`config.mk`:
```
export PLATFORM = sky130hd
export DESIGN_NAME = newline_line_deframer
export DESIGN_NICKNAME = d
export VERILOG_FILES = /design/src/hw/rtl/nld_pkg.sv /design/src/hw/rtl/nld_regs.sv /design/src/hw/rtl/newline_line_deframer.sv
export SDC_FILE = /design/constraint.sdc
export NUM_CORES = 1
export LEC_CHECK = 0
export ABC_AREA = 1
export BUFFER_PORTS_ARGS = -buffer_cell sky130_fd_sc_hd__buf_2
export CAP_MARGIN = 20
export CORE_MARGIN = 2
export CORE_UTILIZATION = 51
export CTS_BUF_LIST = sky130_fd_sc_hd__clkbuf_16
export DETAILED_ROUTE_END_ITERATION = 7
export PLACE_DENSITY = 0.79
export RECOVER_POWER = 25
export SLEW_MARGIN = 30
export SYNTH_ARGS = -nofsm -noshare
export SYNTH_HDL_FRONTEND = slang
export SYNTH_SLANG_ARGS = --single-unit
```
`constraint.sdc`:
```
create_clock -name clk -period 3.2 [get_ports clk]
set_input_delay 0.32 -clock clk [delete_from_list [all_inputs] [get_ports clk]]
set_output_delay 0.32 -clock clk [all_outputs]
set_load 0.005 [all_outputs]
```
`src/hw/rtl/nld_pkg.sv`:
```
// ----------------------------------------------------------------------------
// nld_pkg
// Shared types and constants for the newline line deframer.
// ----------------------------------------------------------------------------
package nld_pkg;

	localparam int CFG_W              = 15;
	localparam int APB_ADDR_W         = 3;
	localparam int APB_DATA_W         = 32;
	localparam int LINE_LIMIT_MAX_DEF = 16 * 1024;

	localparam logic [CFG_W-1:0] MAX_LINE_RESET = CFG_W'(16 * 1024);

	localparam logic [7:0] LF_CODE = 8'h0A;
	localparam logic [7:0] CR_CODE = 8'h0D;

	// register index taken from the word address
	localparam logic REG_MAX_LINE_LENGTH = 1'b0;

	typedef struct packed {
		logic                  sel;
		logic                  enable;
		logic                  write;
		logic [APB_ADDR_W-1:0] addr;
		logic [APB_DATA_W-1:0] wdata;
	} apb_req_t;

endpackage

```
`src/hw/rtl/nld_regs.sv`:
```
// ----------------------------------------------------------------------------
// nld_regs
// APB register file: holds the max_line_length limit, read back on prdata.
// ----------------------------------------------------------------------------
module nld_regs
	import nld_pkg::*;
(
	input  logic                  clk,
	input  logic                  arst_n,
	input  apb_req_t              req,
	output logic [APB_DATA_W-1:0] rdata,
	output logic [CFG_W-1:0]      max_line_length
);

	logic [CFG_W-1:0] limit_q;
	logic             reg_idx;
	logic             wr_en;

	// byte offset bits within the word are ignored
	assign reg_idx = req.addr[APB_ADDR_W-1];
	assign wr_en   = req.sel && req.enable && req.write && (reg_idx == REG_MAX_LINE_LENGTH);

	always_ff @(posedge clk or negedge arst_n) begin
		if (!arst_n) begin
			limit_q <= MAX_LINE_RESET;
		end else if (wr_en) begin
			limit_q <= req.wdata[CFG_W-1:0];
		end
	end

	always_comb begin
		unique case (reg_idx)
			REG_MAX_LINE_LENGTH: rdata = APB_DATA_W'(limit_q);
			default:             rdata = '0;
		endcase
	end

	assign max_line_length = limit_q;

endmodule

```
`src/hw/rtl/newline_line_deframer.sv`:
```
// ----------------------------------------------------------------------------
// newline_line_deframer
// Cuts a byte stream into messages at each line feed, dropping a trailing
// carriage return, skipping empty lines and latching a line length overflow.
// ----------------------------------------------------------------------------
//  channel   | direction | handshake             | payload
//  ----------+-----------+-----------------------+------------------------------
//  in        | sink      | in_valid / in_stall   | in_byte
//  out       | source    | out_valid / out_stall | out_byte, has_byte,
//            |           |                       | end_of_message, overflow_error
//  apb       | slave     | psel / penable        | paddr, pwdata, prdata
//
// One item per cycle unless stalled; the result is registered and shows in the next cycle.
// Each item yields zero or one result; the result register sits between the
// step logic and the output, so in_stall rises only while a result is held
// under out_stall. Reset clears the held byte, the count and the error; after
// an overflow the block keeps taking items and produces nothing until reset.
module newline_line_deframer
	import nld_pkg::*;
#(
	parameter int LINE_LIMIT_MAX = LINE_LIMIT_MAX_DEF
) (
	input  logic                  clk,
	input  logic                  arst_n,
	input  logic                  in_valid,
	output logic                  in_stall,
	input  logic [7:0]            in_byte,
	output logic                  out_valid,
	input  logic                  out_stall,
	output logic [7:0]            out_byte,
	output logic                  has_byte,
	output logic                  end_of_message,
	output logic                  overflow_error,
	input  logic                  psel,
	input  logic                  penable,
	input  logic                  pwrite,
	input  logic [APB_ADDR_W-1:0] paddr,
	input  logic [APB_DATA_W-1:0] pwdata,
	output logic [APB_DATA_W-1:0] prdata,
	output logic                  pready
);

	localparam int CNT_W = $clog2(LINE_LIMIT_MAX + 1);
	localparam int LIM_W = (CNT_W > CFG_W) ? CNT_W : CFG_W;

	apb_req_t         apb_req;
	logic [CFG_W-1:0] cfg_limit;

	assign apb_req = '{sel: psel, enable: penable, write: pwrite, addr: paddr, wdata: pwdata};
	assign pready  = 1'b1;

	nld_regs u_regs (
		.clk             (clk),
		.arst_n          (arst_n),
		.req             (apb_req),
		.rdata           (prdata),
		.max_line_length (cfg_limit)
	);

	// state
	logic [7:0]       held_byte_q;
	logic             held_valid_q;
	logic [CNT_W-1:0] sent_count_q;
	logic             error_q;

	// result register
	logic             out_valid_q;
	logic [7:0]       out_byte_q;
	logic             has_byte_q;
	logic             end_q;
	logic             err_out_q;

	logic             in_accept;
	logic [LIM_W-1:0] limit_ext;
	logic [LIM_W-1:0] eff_limit;
	logic             over;
	logic             is_lf;

	logic             res_valid;
	logic [7:0]       res_byte;
	logic             res_has;
	logic             res_end;
	logic             res_err;
	logic             nxt_held_valid;
	logic [CNT_W-1:0] nxt_count;
	logic             nxt_error;

	assign in_stall  = out_valid_q && out_stall;
	assign in_accept = in_valid && !in_stall;

	assign limit_ext = LIM_W'(cfg_limit);

	always_comb begin
		priority if (cfg_limit == '0) begin
			eff_limit = LIM_W'(1);
		end else if (limit_ext > LIM_W'(LINE_LIMIT_MAX)) begin
			eff_limit = LIM_W'(LINE_LIMIT_MAX);
		end else begin
			eff_limit = limit_ext;
		end
	end

	// one more byte would pass the limit
	assign over  = LIM_W'(sent_count_q) >= eff_limit;
	assign is_lf = in_byte == LF_CODE;

	always_comb begin
		res_valid      = 1'b0;
		res_byte       = '0;
		res_has        = 1'b0;
		res_end        = 1'b0;
		res_err        = 1'b0;
		nxt_held_valid = held_valid_q;
		nxt_count      = sent_count_q;
		nxt_error      = error_q;
		if (!error_q) begin
			if (is_lf) begin
				nxt_held_valid = 1'b0;
				nxt_count      = '0;
				if (held_valid_q && held_byte_q != CR_CODE) begin
					res_valid = 1'b1;
					if (over) begin
						res_err   = 1'b1;
						nxt_error = 1'b1;
					end else begin
						res_byte = held_byte_q;
						res_has  = 1'b1;
						res_end  = 1'b1;
					end
				end else if (sent_count_q != '0) begin
					// CR LF after emitted bytes: end mark on its own
					res_valid = 1'b1;
					res_end   = 1'b1;
				end
			end else begin
				nxt_held_valid = 1'b1;
				if (held_valid_q) begin
					res_valid = 1'b1;
					if (over) begin
						res_err        = 1'b1;
						nxt_error      = 1'b1;
						nxt_held_valid = 1'b0;
					end else begin
						res_byte  = held_byte_q;
						res_has   = 1'b1;
						nxt_count = sent_count_q + CNT_W'(1);
					end
				end
			end
		end
	end

	always_ff @(posedge clk or negedge arst_n) begin
		if (!arst_n) begin
			held_valid_q <= 1'b0;
			sent_count_q <= '0;
			error_q      <= 1'b0;
		end else if (in_accept) begin
			held_valid_q <= nxt_held_valid;
			sent_count_q <= nxt_count;
			error_q      <= nxt_error;
		end
	end

	always_ff @(posedge clk or negedge arst_n) begin
		if (!arst_n) begin
			held_byte_q <= '0;
		end else if (in_accept && !error_q && !is_lf) begin
			held_byte_q <= in_byte;
		end
	end

	always_ff @(posedge clk or negedge arst_n) begin
		if (!arst_n) begin
			out_valid_q <= 1'b0;
		end else if (in_accept) begin
			out_valid_q <= res_valid;
		end else if (!out_stall) begin
			out_valid_q <= 1'b0;
		end
	end

	always_ff @(posedge clk) begin
		if (in_accept) begin
			out_byte_q <= res_byte;
			has_byte_q <= res_has;
			end_q      <= res_end;
			err_out_q  <= res_err;
		end
	end

	assign out_valid      = out_valid_q;
	assign out_byte       = out_byte_q;
	assign has_byte       = has_byte_q;
	assign end_of_message = end_q;
	assign overflow_error = err_out_q;

endmodule

```
==> results.md <==
* Vias in the first global route at 2567
* Final number of hold-violating endpoints at 0
* Placement Cell Area at ~3500 sq um
* Failing checks: capacitance limit, slew limit
* Chip width at 83.6 um
* Crit path max-delay cell type: dfrtp_1
* Actual slew at the worst max-slew pin at approximately 2.2 ns
* WP data arrival at 3.01 ns
* Clock transition at path regs at 0.07 ns
* Worst-Skew Late Latency at 0.29 ns
* Final non-filler cell area at 3640 sq um
* DR vias at approximately 2.8k
* CP required at 3.34 ns
* DR iter-0 viols at around 160
* WS Path Type: register to register
* Unrepaired setup endpoints after global routing: false
* Fmax at ~0.35 GHz
* Cell Int Power at 1.15 mW
* Sequential power share at 0.464
* Pwr dens at 452 nW/um^2
* Area grow syn2layout at 12.6%
* Worst path bufs/invs at 2
* Std cell rows at 29
* Setup bufs post-CTS at 0
* Worst-path fanout max at 14
* CTS Buf Count at 5
* Deepest clock path buffer count at 2
* CTS tree: done
* Via-to-Cell Ratio at ~5
* GRT Total Usage at 0.199
* Register area share after synthesis at 0.420
* Clk sink count at between 50 and 60
* Share of cells above drive strength 1 at 0.159
* CTS Root Cell: clkbuf_16
* Stages on the worst setup path at 17
* Max Slew Vio Count at 42
* Largest net degree at the start of global routing at 42
* CP max stage delay at 0.38 ns
* Clk_skew at 0.00820 ns
* Leakage power at ~2 nW
* Die area at around 7000 sq um
* Final ANT Viol Nets at 0
* Final TNS setup at 0 ns
* Die Y at about 84 um
* Most common cell on crit path: nor2_1
* DR pass1 iterations at 4
* Synth Register Bits at 52
* Sw frac at 0.301
* P_sw at 494 uW
* Filler Cells Inserted at approximately 590
* Worst Setup End Kind: register
* Setup Viol. Count Final at 0
* Post-Syn Area at roughly 3200 sq um
* Core footprint at ~6200 sq um
* Crit-path cells: inv_1, nand2_1, nor3_1, nand3_1, nor3_1, or2_4, nand2_1, ha_1, nand2_1, nor2_1, nand2_1, nor2_1, nor2_1, nand3_2, nor2_1, inv_2, nor2_1
* Unique masters post-synth at 28
* R2r worst-path depth at 17
* CP startpoint kind: register
* Top delay family on crit path: simple AND/OR/NAND/NOR gates
* DR DRC count at 0
* Slew headroom at -0.472
* Final WL at just under 7000 um
* Global-route wire length before repair at 11400 um
* Initial antenna violation count at 0
* Crit path time final at 2.87 ns
* Synth Area per Inst at around 7.5 sq um
* Depth of the CTS H-tree at 2
* Ant diodes at 0
* Initial core utilization at 0.518
* Max-cap violations at 1
* Status: finished, violations left
* WL/cell at between 10 and 15 um
* Worst Hold Class: primary input to register
* Worst VDD drop at between 0.3 and 0.4 mV
* # port buffers at 58
* Number of I/O pins at between 90 and 100
* Hpwl dp at 5000 um
* Part of the power in combinational logic at 0.202
* Gate Count Post-Synth at 430
* Ys Warns at 0
* GP Congestion at roughly 0.84
* Fin nets at 550
* WHS Path Cells at 3
* Fin crit share at 0.897
* Clock network power share at 0.334
* Overflow after GRT at 0
==> repair_timing <==
action / 4_1_cts / 5_1_grt
hold buffers: 0 / 0
endpoints found under the setup margin: 0 / 19
gates resized for setup: 0 / 2
==> tightest hold or removal path, delay by kind of cell <==
kind | cells | cell delay, ns
buffers and inverters | 1 | 0.09
AO/OA/AOI/OAI | 1 | 0.06
AND/OR/NAND/NOR | 1 | 0.04
==> path summary, 6_finish.rpt <==
kind / slack, ns / startpoint / to
worst max-delay path: 0.33 / u_regs.max_line_length[9]$_DFFE_PN0P_ / out_byte[1]$_SDFFCE_PP0P_
worst min-delay path: 0.25 / in_byte[0] / held_byte_q[0]$_DFFE_PN0P_
worst max register to register: 0.33 / u_regs.max_line_length[9]$_DFFE_PN0P_ / out_byte[1]$_SDFFCE_PP0P_
worst min register to register: 0.53 / out_valid$_DFFE_PN0P_ / out_valid$_DFFE_PN0P_
max in group asynchronous: 1.27 / arst_n / sent_count_q[8]$_DFFE_PN0P_
min in group asynchronous: 0.67 / arst_n / held_byte_q[5]$_DFFE_PN0P_
==> cell type report <==
type | count | area [sq um] | share of cell area
sequential | 52 | 1360 | 0.373
inverter | 52 | 195 | 0.0536
clock buffer | 5 | 125 | 0.0344
multi-input combinational | 313 | 1540 | 0.424
clock inverter | 3 | 25.0 | 0.00688
tap | 77 | 96.3 | 0.0265
timing repair buffer | 59 | 297 | 0.0815
==> power groups by stage <==
stage               clock network [mW]  logic, mW  registers, mW
finish                           0.549      0.332          0.762
global route                     0.575      0.383          0.770
CTS                              0.557      0.332          0.763
detailed placement                   0      0.329          0.776
global placement                     0      0.315          0.773
floorplan                            0      0.240          0.768
==> routing by layer <==
| metal | part of all wire | wire (um) | track usage | vias to the layer above |
|---|---|---|---|---|
| li1 | - | - | - | 1411 |
| met3 | 0.054 | 363 | 0.0336 | 6 |
| met5 | 0 | 0 | 0 | - |
| met2 | 0.51 | 3450 | 0.360 | 84 |
| met4 | 0.013 | 85 | 0.0557 | 0 |
| met1 | 0.42 | 2830 | 0.242 | 1309 |
==> cells by family (layout without fill, tap and decap cells) <==
| kind of cell | Yosys count | count (layout) | synth area share |
|---|---|---|---|
| simple gates | 234 | 234 | 0.302 |
| other cells | 2 | 18 | 0.00232 |
| buf+inv | 81 | 119 | 0.123 |
| flops | 52 | 52 | 0.420 |
| xor+xnor | 13 | 13 | 0.0352 |
| fa+ha+maj | 17 | 17 | 0.0658 |
| compound gates | 31 | 31 | 0.0515 |
==> state kept, by name, summed over array words and instances, names as in the netlist <==
name                    cells
u_regs.max_line_length     15
sent_count_q               15
held_valid_q                1
out_byte                    8
end_of_message              1
overflow_error              1
out_valid                   1
error_q                     1
has_byte                    1
held_byte_q                 8
==> Yosys cell counts <==
cell      count  area (sq um)
dfstp_2       1          26.3
nor3_1        2          10.0
nor2_2        2          12.5
nand3b_1      1          7.51
inv_2         2          7.51
ha_1         17           213
nand2_1     113           424
nand3_1      16          80.1
dfrtp_1      40          1000
a21oi_4       1          16.3
nand3_2       1          10.0
edfxtp_1     11           330
xor2_1       13           114
conb_1        2          7.51
nand4_1      14          87.6
nand2_4       1          11.3
buf_4        18           135
nand2_2       1          6.26
clkbuf_1      5          18.8
nor2_4        1          11.3
inv_1        50           188
o21ai_0       9          45.0
nor2_1       79           297
a21oi_1      21           105
buf_6         3          33.8
nor4_1        2          12.5
buf_2         3          15.0
or2_2         1          6.26
==> cells in the final DEF (no fill, tap or decap), drive strengths merged, types with 13 or more instances in the layout <==
cell   Yosys  final
nand3     17     17
dfrtp     40     40
nand2    115    115
ha        17     17
inv       52     54
nor2      82     82
buf       24     58
a21oi     22     22
nand4     14     14
xor2      13     13
conb       2     18
==> per-stage QoR <==
stage          total power [mW]  utilization  hold WS (ns)  setup WS (ns)  cells
2_1_floorplan              1.01            -        0.0244          0.567    446
3_3_place_gp               1.09        0.558         0.489          0.406    553
3_5_place_dp               1.11        0.558         0.499          0.297    553
4_1_cts                    1.65        0.582         0.188          0.245    561
5_1_grt                    1.73        0.583         0.250         0.0436    561
6_report                   1.64        0.583         0.245          0.329    561
Note: power is estimated with default switching activity, not from simulation.
